### src/rtl/pulse_pri_track_deinterleaver_unit_defines.svh
// ----------------------------------------------------------------------------
// Assertion macros for the pulse deinterleaver
// Immediate-cycle and next-cycle property checks, clocked on clk.
// ----------------------------------------------------------------------------
`ifndef PULSE_PRI_TRACK_DEINTERLEAVER_UNIT_DEFINES_SVH
`define PULSE_PRI_TRACK_DEINTERLEAVER_UNIT_DEFINES_SVH

`ifndef ASSERT_OFF
`define PPT_ASSERT_IMP(lbl, ante, cons) \
	lbl: assert property (@(posedge clk) disable iff (!arst_n) (ante) |-> (cons)) \
		else $error("assertion failed");
`define PPT_ASSERT_NXT(lbl, ante, cons) \
	lbl: assert property (@(posedge clk) disable iff (!arst_n) (ante) |=> (cons)) \
		else $error("assertion failed");
`else
`define PPT_ASSERT_IMP(lbl, ante, cons)
`define PPT_ASSERT_NXT(lbl, ante, cons)
`endif

`endif

### src/rtl/ppt_pkg.sv
// ----------------------------------------------------------------------------
// Pulse deinterleaver package
// Field widths, defaults and codes shared by the deinterleaver files.
// ----------------------------------------------------------------------------
package ppt_pkg;
	localparam int PPT_MAX_TRACKS  = 32;
	localparam int PPT_SAMPLE_BITS = 48;
	localparam int PPT_FRAC_BITS   = 8;

	localparam int IN_SAMPLE_W = 48;
	localparam int PEAK_W      = 16;
	localparam int CNT_W       = 24;
	localparam int PSUM_W      = 40;
	localparam int TOL_W       = 24;
	localparam int ID_W        = 5;
	localparam int PRI_W       = 56;
	localparam int MPK_W       = 24;

	localparam logic [TOL_W-1:0] TOL_RESET = 24'd100;

	localparam logic ACT_PULSE  = 1'b0;
	localparam logic ACT_REPORT = 1'b1;
endpackage

### src/rtl/ppt_trk_mem.sv
// ----------------------------------------------------------------------------
// Track table memory
// Single-port-write, single-read synchronous RAM with registered read data.
// ----------------------------------------------------------------------------
module ppt_trk_mem import ppt_pkg::*; #(
	parameter int DEPTH = PPT_MAX_TRACKS,
	parameter int WIDTH = 64,
	localparam int AW = $clog2(DEPTH)
) (
	input  logic             clk,
	input  logic             we,
	input  logic [AW-1:0]    waddr,
	input  logic [WIDTH-1:0] wdata,
	input  logic [AW-1:0]    raddr,
	output logic [WIDTH-1:0] rdata
);
	logic [WIDTH-1:0] mem [DEPTH];

	always_ff @(posedge clk) begin
		if (we) begin
			mem[waddr] <= wdata;
		end
		rdata <= mem[raddr];
	end
endmodule

### config.mk
export PLATFORM = sky130hd
export DESIGN_NAME = ppt_trk_mem
export DESIGN_NICKNAME = d
export VERILOG_FILES = /design/src/rtl/pulse_pri_track_deinterleaver_unit_defines.svh /design/src/rtl/ppt_pkg.sv /design/src/rtl/ppt_trk_mem.sv
export SDC_FILE = /design/constraint.sdc
export NUM_CORES = 2
export LEC_CHECK = 0
export BUFFER_PORTS_ARGS = -buffer_cell sky130_fd_sc_hd__buf_4
export CAP_MARGIN = 20
export CORE_MARGIN = 5
export CORE_UTILIZATION = 40
export DETAILED_ROUTE_END_ITERATION = 6
export SKIP_CTS_REPAIR_TIMING = 1
export SYNTH_ARGS = -nofsm -noshare
export SYNTH_HDL_FRONTEND = slang
export SYNTH_SLANG_ARGS = --single-unit
### constraint.sdc
create_clock -name clk -period 9.4 [get_ports clk]
set_input_delay 0 -clock clk [delete_from_list [all_inputs] [get_ports clk]]
set_output_delay 0 -clock clk [all_outputs]
set_load 0.05 [all_outputs]
==> flow_metrics.py <==
metrics = {
    "worst_setup_path": {
        "rr_startpoint": "mem[10][45]$_DFFE_PP_",
        "cpMaxStageDelayCell": "buf_4",
        "crit_fanout": 35,
        "crit_chain": "dlygate4sd3_1 -> buf_4 -> or3b_2 -> dlygate4sd3_1 -> nor2_4 -> buf_4 -> buf_4",
        "cp-end-kind": "flip-flop",
        "setup.worst_path.start_class": "input pin",
        "reg2reg_depth": 3,
        "max_stage_delay_ns": 0.87,
        "crit_top_cell": "buf_4",
        "critPathKind": "in2reg",
        "required_ns": 9.82,
        "r2r_end": "rdata[45]$_DFF_P_",
        "crit_arrival_ns": 3.99,
        "rrSetupSlack_ns": 7.58,
    },
    "synthesis": {
        "ys.flop_type": "edfxtp_1",
        "synth_edf_count": 2048,
        "synth_top_area_share": 0.779,
        "syn-cell-area_mm2": 0.0790,
        "yosysSeqAreaShare": 0.795,
        "yosys_warnings": 0,
        "syn-mean-instance-area_um2": 25.5,
        "synth_common_cells": "2048 x edfxtp_1, 602 x mux4_2, 74 x mux2_2, 65 x buf_2, 64 x dfxtp_1",
        "ys_ff_latch": 2112,
        "synth.most_common_cell": "edfxtp_1",
        "netlist.top_cell.by_area": "edfxtp_1",
        "synthTopCellsByArea": "edfxtp_1 78%, mux4_2 17%, dfxtp_1 1.6%",
        "syn_inst": 3097,
        "async_flop_share": 0,
        "syn-num-nets": 3173,
        "synth_cell_types": 31,
    },
    "routing": {
        "wire_per_inst_um": 30.9,
        "drtIter0Drc": 4005,
        "vias_per_cell": 5.62,
        "drc_errors": 0,
        "drt-total-wl_um": 194000,
        "num_vias": 35324,
        "final_antenna_net_count": 0,
        "firstDrtPassIters": 5,
    },
    "worst_hold_path": {
        "worstHoldPathType": "in2reg",
        "worstHoldStart": "waddr[4]",
        "holdPathEnd": "mem[9][45]$_DFFE_PP_",
        "whs_path_depth": 4,
    },
    "clock_network": {
        "numClockSinks": 2112,
        "clk_path_buf_depth": 3,
        "numCtsBuffers": 211,
        "htreeDepth": 4,
        "cts_tree": "done",
        "cts-root-buf": "clkbuf_16",
        "clk_latency_ns": 0.87,
        "path_clk_slew_ns": 0.06,
    },
    "finish": {
        "drive_above_1_share": 0.342,
        "layout-area-overhead-vs-synth_pct": 15.7,
        "multiInputGateArea_mm2": 0.0157,
        "n_fill_cell": 16012,
        "seq_area_mm2": 0.0628,
        "layout.nets": 3524,
    },
    "power": {
        "power_leakage_nw": 28.4,
        "cellPowerDensity_mw_per_mm2": 219,
        "ir_worst_vdd_v": 0.000180,
        "total_power_w": 0.0200,
    },
    "place": {
        "hpwl_um": 93100,
        "pre_cts_slack_ns": 5.70,
        "globalplace.congestion": 0.695,
        "portBuffers": 139,
    },
    "global_route": {
        "globalRouteTotalUtil": 0.187,
        "gr-total-overflow": 0,
        "grt_pass1_wl_um": 274000,
        "grt_max_degree": 138,
        "antenna_found_initial": 13,
        "first_global_vias": 36306,
    },
    "floorplan": {
        "fp-row-count": 163,
        "die_y_um": 454,
        "num_io_pins": 140,
        "coreArea_mm2": 0.197,
        "fp.dieW_um": 454,
        "die_area_mm2": 0.206,
        "initial_core_util": 0.401,
    },
    "timing": {
        "fmax_ghz": 0.280,
        "hold_ws_ns": 0.0137,
        "drv_slew": 0,
        "hold_viol_final": 0,
        "relSlewSlack": 0.251,
        "worst_slack_ns": 5.83,
        "fin_crit_sh": 0.380,
        "fin_crit_ns": 3.57,
        "finalSetupTns_ns": 0,
        "fin_skew_ns": 0.0745,
        "setup_viol": 0,
        "grt_setup_unrepaired": "no",
        "worstMarginPinSlew_ns": 1.12,
    },
    "run_status": {
        "status": "finished clean",
    },
    "flow_run": {
        "timing.max_cap.violations": 0,
    },
}
==> layer usage <==
metal / routed length (um) / track usage / share of wire
met1: 80500 / 0.259 / 0.42
met2: 97500 / 0.313 / 0.50
met3: 12000 / 0.0321 / 0.062
met4: 3830 / 0.0456 / 0.020
met5: 13 / 0 / 0.000067
==> critical path, delay by kind of cell <==
kind,cells,cell delay (ns)
and+or+nand+nor,2,1.00
buffers and inverters,5,2.90
==> kinds of logic after synthesis <==
group,Yosys count,synth area share
AO/OA/AOI/OAI,50,0.00466
buffers and inverters,157,0.00944
flip-flops,2112,0.795
multiplexers,714,0.187
AND/OR/NAND/NOR,64,0.00379
==> flip-flops by register name, summed over array words and instances (netlist names) <==
name and flops:
mem 2048, rdata 64
==> cells in the final DEF, fill, tap and decap left out, types with 9 or more instances in the layout <==
| cell type | synthesis | final |
|---|---|---|
| mux4_2 | 602 | 602 |
| dfxtp_1 | 64 | 64 |
| dlygate4sd3_1 | 0 | 70 |
| clkinv_1 | 0 | 35 |
| clkinv_16 | 0 | 10 |
| clkbuf_1 | 55 | 58 |
| o22ai_1 | 10 | 10 |
| nor2_4 | 0 | 32 |
| mux2_2 | 74 | 74 |
| mux2i_1 | 38 | 38 |
| clkbuf_16 | 0 | 212 |
| a221oi_1 | 12 | 12 |
| buf_4 | 14 | 212 |
| o21ai_0 | 9 | 9 |
| clkbuf_8 | 0 | 11 |
| bufinv_16 | 0 | 19 |
| edfxtp_1 | 2048 | 2048 |
| nor2_1 | 41 | 9 |
| clkinv_2 | 0 | 47 |
==> worst max path at each step <==
stage                         from                     to  slack, ns  cells past startpoint
after global placement    raddr[0]      rdata[39]$_DFF_P_       5.76                      6
after global routing      waddr[3]  mem[18][32]$_DFFE_PP_       5.83                      7
after floorplan           waddr[1]   mem[12][0]$_DFFE_PP_       5.58                      3
after detailed placement  raddr[0]      rdata[31]$_DFF_P_       5.70                      6
after CTS                 raddr[0]      rdata[38]$_DFF_P_       6.63                      6
final                     waddr[3]  mem[18][37]$_DFFE_PP_       5.83                      7
==> cell type report <==
cell class / instances / share of cell area
repair buffers: 294 / 0.0275
well taps: 2640 / 0.0362
multi-input cells: 828 / 0.172
clock inverters: 122 / 0.0150
inverters: 1 / 0.0000411
diodes: 5 / 0.000137
flip-flops and latches: 2112 / 0.687
clock buffers: 281 / 0.0621
==> where the power goes <==
part	leakage, nW	total, W	switching, W	internal [W]
sequential	19.0	0.0105	0.0000622	0.0105
clock	3.43	0.00843	0.00362	0.00480
combinational	5.97	0.00106	0.000622	0.000437
total	28.4	0.0200	0.00431	0.0157
==> through the flow <==
step | std cells | utilization | instance area (um2)
after floorplan | 3097 | - | 79000
after global placement | 5804 | 0.425 | 83500
after detailed placement | 5804 | 0.425 | 83500
after CTS | 6207 | 0.460 | 90600
after global routing | 6281 | 0.464 | 91300
final | 6283 | 0.464 | 91300
No activity file was read; power rests on OpenSTA's default activity.
