--- config.mk ---
export PLATFORM = sky130hd
export DESIGN_NAME = ppt_div
export DESIGN_NICKNAME = d
export VERILOG_FILES = /design/src/rtl/pulse_pri_track_deinterleaver_unit_defines.svh /design/src/rtl/ppt_pkg.sv /design/src/rtl/ppt_div.sv
export SDC_FILE = /design/constraint.sdc
export NUM_CORES = 1
export LEC_CHECK = 0
export BUFFER_PORTS_ARGS = -buffer_cell sky130_fd_sc_hd__buf_2
export CORE_ASPECT_RATIO = 1.1
export CORE_MARGIN = 10
export CORE_UTILIZATION = 49
export CTS_CLUSTER_SIZE = 40
export DETAILED_ROUTE_END_ITERATION = 8
export HOLD_SLACK_MARGIN = 0.02
export PLACE_DENSITY = 0.79
export SYNTH_ARGS = -nofsm -noshare
export SYNTH_HDL_FRONTEND = slang
export SYNTH_SLANG_ARGS = --single-unit
--- constraint.sdc ---
create_clock -name clk -period 3.11 [get_ports clk]
set_input_delay 0.622 -clock clk [delete_from_list [all_inputs] [get_ports clk]]
set_output_delay 0.622 -clock clk [all_outputs]
set_load 0.01 [all_outputs]
--- src/rtl/pulse_pri_track_deinterleaver_unit_defines.svh ---
// ----------------------------------------------------------------------------
// Assertion macros for the pulse deinterleaver
// Immediate-cycle and next-cycle property checks, clocked on clk.
// ----------------------------------------------------------------------------
`ifndef PULSE_PRI_TRACK_DEINTERLEAVER_UNIT_DEFINES_SVH
`define PULSE_PRI_TRACK_DEINTERLEAVER_UNIT_DEFINES_SVH

`ifndef ASSERT_OFF
`define PPT_ASSERT_IMP(lbl, ante, cons) \
	lbl: assert property (@(posedge clk) disable iff (!arst_n) (ante) |-> (cons)) \
		else $error("assertion failed");
`define PPT_ASSERT_NXT(lbl, ante, cons) \
	lbl: assert property (@(posedge clk) disable iff (!arst_n) (ante) |=> (cons)) \
		else $error("assertion failed");
`else
`define PPT_ASSERT_IMP(lbl, ante, cons)
`define PPT_ASSERT_NXT(lbl, ante, cons)
`endif

`endif

--- src/rtl/ppt_pkg.sv ---
// ----------------------------------------------------------------------------
// Pulse deinterleaver package
// Field widths, defaults and codes shared by the deinterleaver files.
// ----------------------------------------------------------------------------
package ppt_pkg;
	localparam int PPT_MAX_TRACKS  = 32;
	localparam int PPT_SAMPLE_BITS = 48;
	localparam int PPT_FRAC_BITS   = 8;

	localparam int IN_SAMPLE_W = 48;
	localparam int PEAK_W      = 16;
	localparam int CNT_W       = 24;
	localparam int PSUM_W      = 40;
	localparam int TOL_W       = 24;
	localparam int ID_W        = 5;
	localparam int PRI_W       = 56;
	localparam int MPK_W       = 24;

	localparam logic [TOL_W-1:0] TOL_RESET = 24'd100;

	localparam logic ACT_PULSE  = 1'b0;
	localparam logic ACT_REPORT = 1'b1;
endpackage

--- src/rtl/ppt_div.sv ---
// ----------------------------------------------------------------------------
// Serial divider
// Restoring unsigned division, one quotient bit per cycle.
// ----------------------------------------------------------------------------
module ppt_div import ppt_pkg::*; #(
	parameter int DW = 56,
	parameter int VW = CNT_W
) (
	input  logic          clk,
	input  logic          arst_n,
	input  logic          go,
	input  logic [DW-1:0] dividend,
	input  logic [VW-1:0] divisor,
	output logic          ready,
	output logic [DW-1:0] quotient
);
	localparam int CW = $clog2(DW + 1);

	logic [VW-1:0] rem_q;
	logic [VW-1:0] dvs_q;
	logic [DW-1:0] quo_q;
	logic [CW-1:0] cnt_q;
	logic [VW:0]   trial;
	logic          fits;

	assign trial = {rem_q, quo_q[DW-1]};
	assign fits  = trial >= {1'b0, dvs_q};

	always_ff @(posedge clk or negedge arst_n) begin
		if (!arst_n) begin
			cnt_q <= '0;
		end else if (go) begin
			cnt_q <= CW'(DW);
		end else if (cnt_q != '0) begin
			cnt_q <= cnt_q - 1'b1;
		end
	end

	always_ff @(posedge clk) begin
		if (go) begin
			rem_q <= '0;
			dvs_q <= divisor;
			quo_q <= dividend;
		end else if (cnt_q != '0) begin
			rem_q <= fits ? VW'(trial - {1'b0, dvs_q}) : trial[VW-1:0];
			quo_q <= {quo_q[DW-2:0], fits};
		end
	end

	assign ready    = cnt_q == '0;
	assign quotient = quo_q;
endmodule
==> flow_summary.ini <==
[min_path]
hold_class = input pin to asynchronous set/reset pin

[sta]
hold_viol = 0
drv_slew = 0
post-route-min-period_ps = 2700
fmax_ghz = 0.370
slew_headroom_pct = 65.0
fin_crit_sh_pct = 86.9
rsz0062_at_grt = false
fin_tns_setup_ps = 0
setup_viol = 0
fin_worst_skew_ps = 7.41
tightest_slew_ps = 526

[synth]
ys_seq_area_share_pct = 51.6
yosys.area_share.adder_pct = 5.66
ys_ff_latch = 110
ys.flop_type = edfxtp_1
ys_types = 58
synth.area.mux_share_pct = 11.9
ys_warn_count = 0
synth_nets = 621
synth_area_leaders = edfxtp_1, mux2_2, dfxtp_1, ha_1, dfrtp_1
synth_top_family_by_area = compound AO/OA/AOI/OAI gates
synth_area_mm2 = 0.00588
synth_xor_area_share_pct = 3.43
yosys.area.top_type = edfxtp_1
synth_top_area_share_pct = 40.9
syn_inst = 512
yosys.area_share.simple_pct = 10.2
syn_avg_cell_area_um2 = 11.5
synth_compound_area_share_pct = 12.9
synth_enable_flop_cells = 80
async_reset_ff_share_pct = 5.45

[cts]
post_cts_buffers = 0
hold_buffers = 0
htreeDepth = 3
cts.path.max_buffers = 2
clk_latency_ps = 360
clk_pin_slew_ps = 70
clock-sinks = 110
ctsRootBufferMaster = clkbuf_16
cts_resized = 0
cts_tree = yes
cts_buffers = 9

[global_routing]
grt_overflow = 0
gr-max-usage-layer = met2
grtUsageMet3_pct = 8.97
antenna_found_initial = 2
use_met2_pct = 28.8
grtUsageTotal_pct = 17.4
grt_pass1_wl_um = 24100
use_met1_pct = 18.7
grt_pass1_vias = 4764
grt_max_degree = 102

[die]
initial_core_util_pct = 50.7
coreArea_mm2 = 0.0116
pin_count = 140
dieWidth_um = 124
die_y_um = 135
die-area_mm2 = 0.0168
row_count = 41

[final_layout]
antenna_cells = 0
seqCellArea_mm2 = 0.00303
multi_input_area_mm2 = 0.00259
fin_util_pct = 60.3
drive_gt1_share_pct = 35.3
nNetsFinal = 753
fillers = 994
instances_no_fill = 799
area_delta_synth_final_pct = 18.9

[pwr]
p_seq_share_pct = 52.8
switchingPower_uw = 841
p_total_uw = 3320
intPower_uw = 2480
p_clk_share_pct = 32.8
p_per_area_mw_per_mm2 = 475
ir_drop_uv = 371
leakage_uw = 0.00304
switching_share_pct = 25.3
p_comb_share_pct = 14.4

[drt]
wl_per_cell_um = 18.4
avgViaCountPerCell = 5.59
drc_errors = 0
num_vias = 4469
first_iter_violations = 156
drtAntennaViolNets = 0
wl_um = 14700
drt_pre_antenna_iters = 5

[worst_setup_path]
cp-end-kind = register
start_kind = register
cp.arrival_ps = 2920
critical_path_class = register to register
reg2reg_from = dvs_q[3]
crit_fanout = 9
critPathRequiredTime_ps = 3330
startpoint = dvs_q[3]

[placement]
portBuffers = 139
placed_cells = 783
dpl.hpwl_um = 11100
gp_congestion = 0.937

[job]
cap_violations = 0

[status]
status = complete, no violations
[routing by layer]
layer	vias up	share of wire (%)	wire length [um]
met5	-	0.089	13
li1	2170	-	-
met4	2	1.6	242
met3	22	12	1790
met1	2095	39	5660
met2	180	48	6980
[critical path, stage by stage, from the launching register on]
cell	delay [ps]
edfxtp_1	330
inv_1	40
ha_1	380
nand3_2	100
o21bai_1	190
and4b_1	210
or4_4	490
nand3_2	100
nand2_1	210
buf_4	250
a21oi_1	180
a211oi_2	90
[stage by stage]
stage          hold slack [ps]  area (um^2)  setup slack [ps]
6_report                  77.6         6990               408
5_1_grt                   86.5         6990               177
4_1_cts                   71.2         6990               419
3_5_place_dp               454         6710               436
3_3_place_gp               446         6710               489
2_1_floorplan              326         5880               437
[cells in the final DEF, fill, tap and decap left out, types with 7 or more instances in the layout]
cell type / synthesis / layout
mux2i_1: 7 / 7
dfxtp_1: 24 / 24
mux2_2: 56 / 56
clkbuf_16: 0 / 9
xnor2_1: 14 / 14
nand2_1: 30 / 29
a21o_1: 8 / 8
inv_1: 37 / 37
nand4_1: 7 / 7
nor2_1: 34 / 34
a211oi_1: 12 / 12
buf_2: 2 / 138
a21oi_1: 26 / 26
a31oi_1: 12 / 12
edfxtp_1: 80 / 80
nand3_1: 11 / 11
o21ai_0: 8 / 8
xor2_1: 9 / 9
o21ai_1: 10 / 10
ha_1: 25 / 25
[cell usage after synthesis, types with 7 or more instances]
| cell | count |
|---|---|
| edfxtp_1 | 80 |
| mux2_2 | 56 |
| inv_1 | 37 |
| nor2_1 | 34 |
| nand2_1 | 30 |
| a21oi_1 | 26 |
| ha_1 | 25 |
| dfxtp_1 | 24 |
| xnor2_1 | 14 |
| clkbuf_1 | 13 |
| a211oi_1 | 12 |
| a31oi_1 | 12 |
| nand3_1 | 11 |
| o21ai_1 | 10 |
| xor2_1 | 9 |
| a21o_1 | 8 |
| o21ai_0 | 8 |
| mux2i_1 | 7 |
| nand4_1 | 7 |
[power by group through the flow]
| stage | Clock [uW] | Sequential (uW) | Combinational, uW |
|---|---|---|---|
| 2_1_floorplan | 0 | 1810 | 246 |
| 3_3_place_gp | 0 | 1780 | 469 |
| 3_5_place_dp | 0 | 1790 | 481 |
| 4_1_cts | 1120 | 1760 | 485 |
| 5_1_grt | 1160 | 1770 | 531 |
| 6_report | 1090 | 1760 | 478 |
[logic make-up after synthesis]
group | count (synthesis)
xor gates and xnor gates | 23
DFF | 110
muxes | 63
buffers and inverters | 60
AOI/OAI and AO/OA | 111
and+or+nand+nor | 119
adders and majority gates | 26
[worst paths after layout]
path,endpoint,slack (ps),depth (start not counted)
setup / recovery,rem_q[14],410,11
hold / removal,cnt_q[2],80,1
setup reg to reg,rem_q[14],410,11
hold reg to reg,rem_q[3],520,2
max in group asynchronous,cnt_q[1],2890,1
min in group clk,dvs_q[20],440,1
[sequential cells by signal, summed over array words and instances (netlist names)]
register and count:
rem_q 24, cnt_q 6, dvs_q 24, quotient 56
[layout make-up]
cell class / instances / area share [%]
Multi-Input combinational cell: 342 / 37.1
Clock inverter: 5 / 0.626
Timing Repair Buffer: 144 / 10.9
Inverter: 37 / 1.99
Tap cell: 150 / 2.68
Clock buffer: 11 / 3.33
Sequential cell: 110 / 43.4
(Power assumes the default switching activity.)
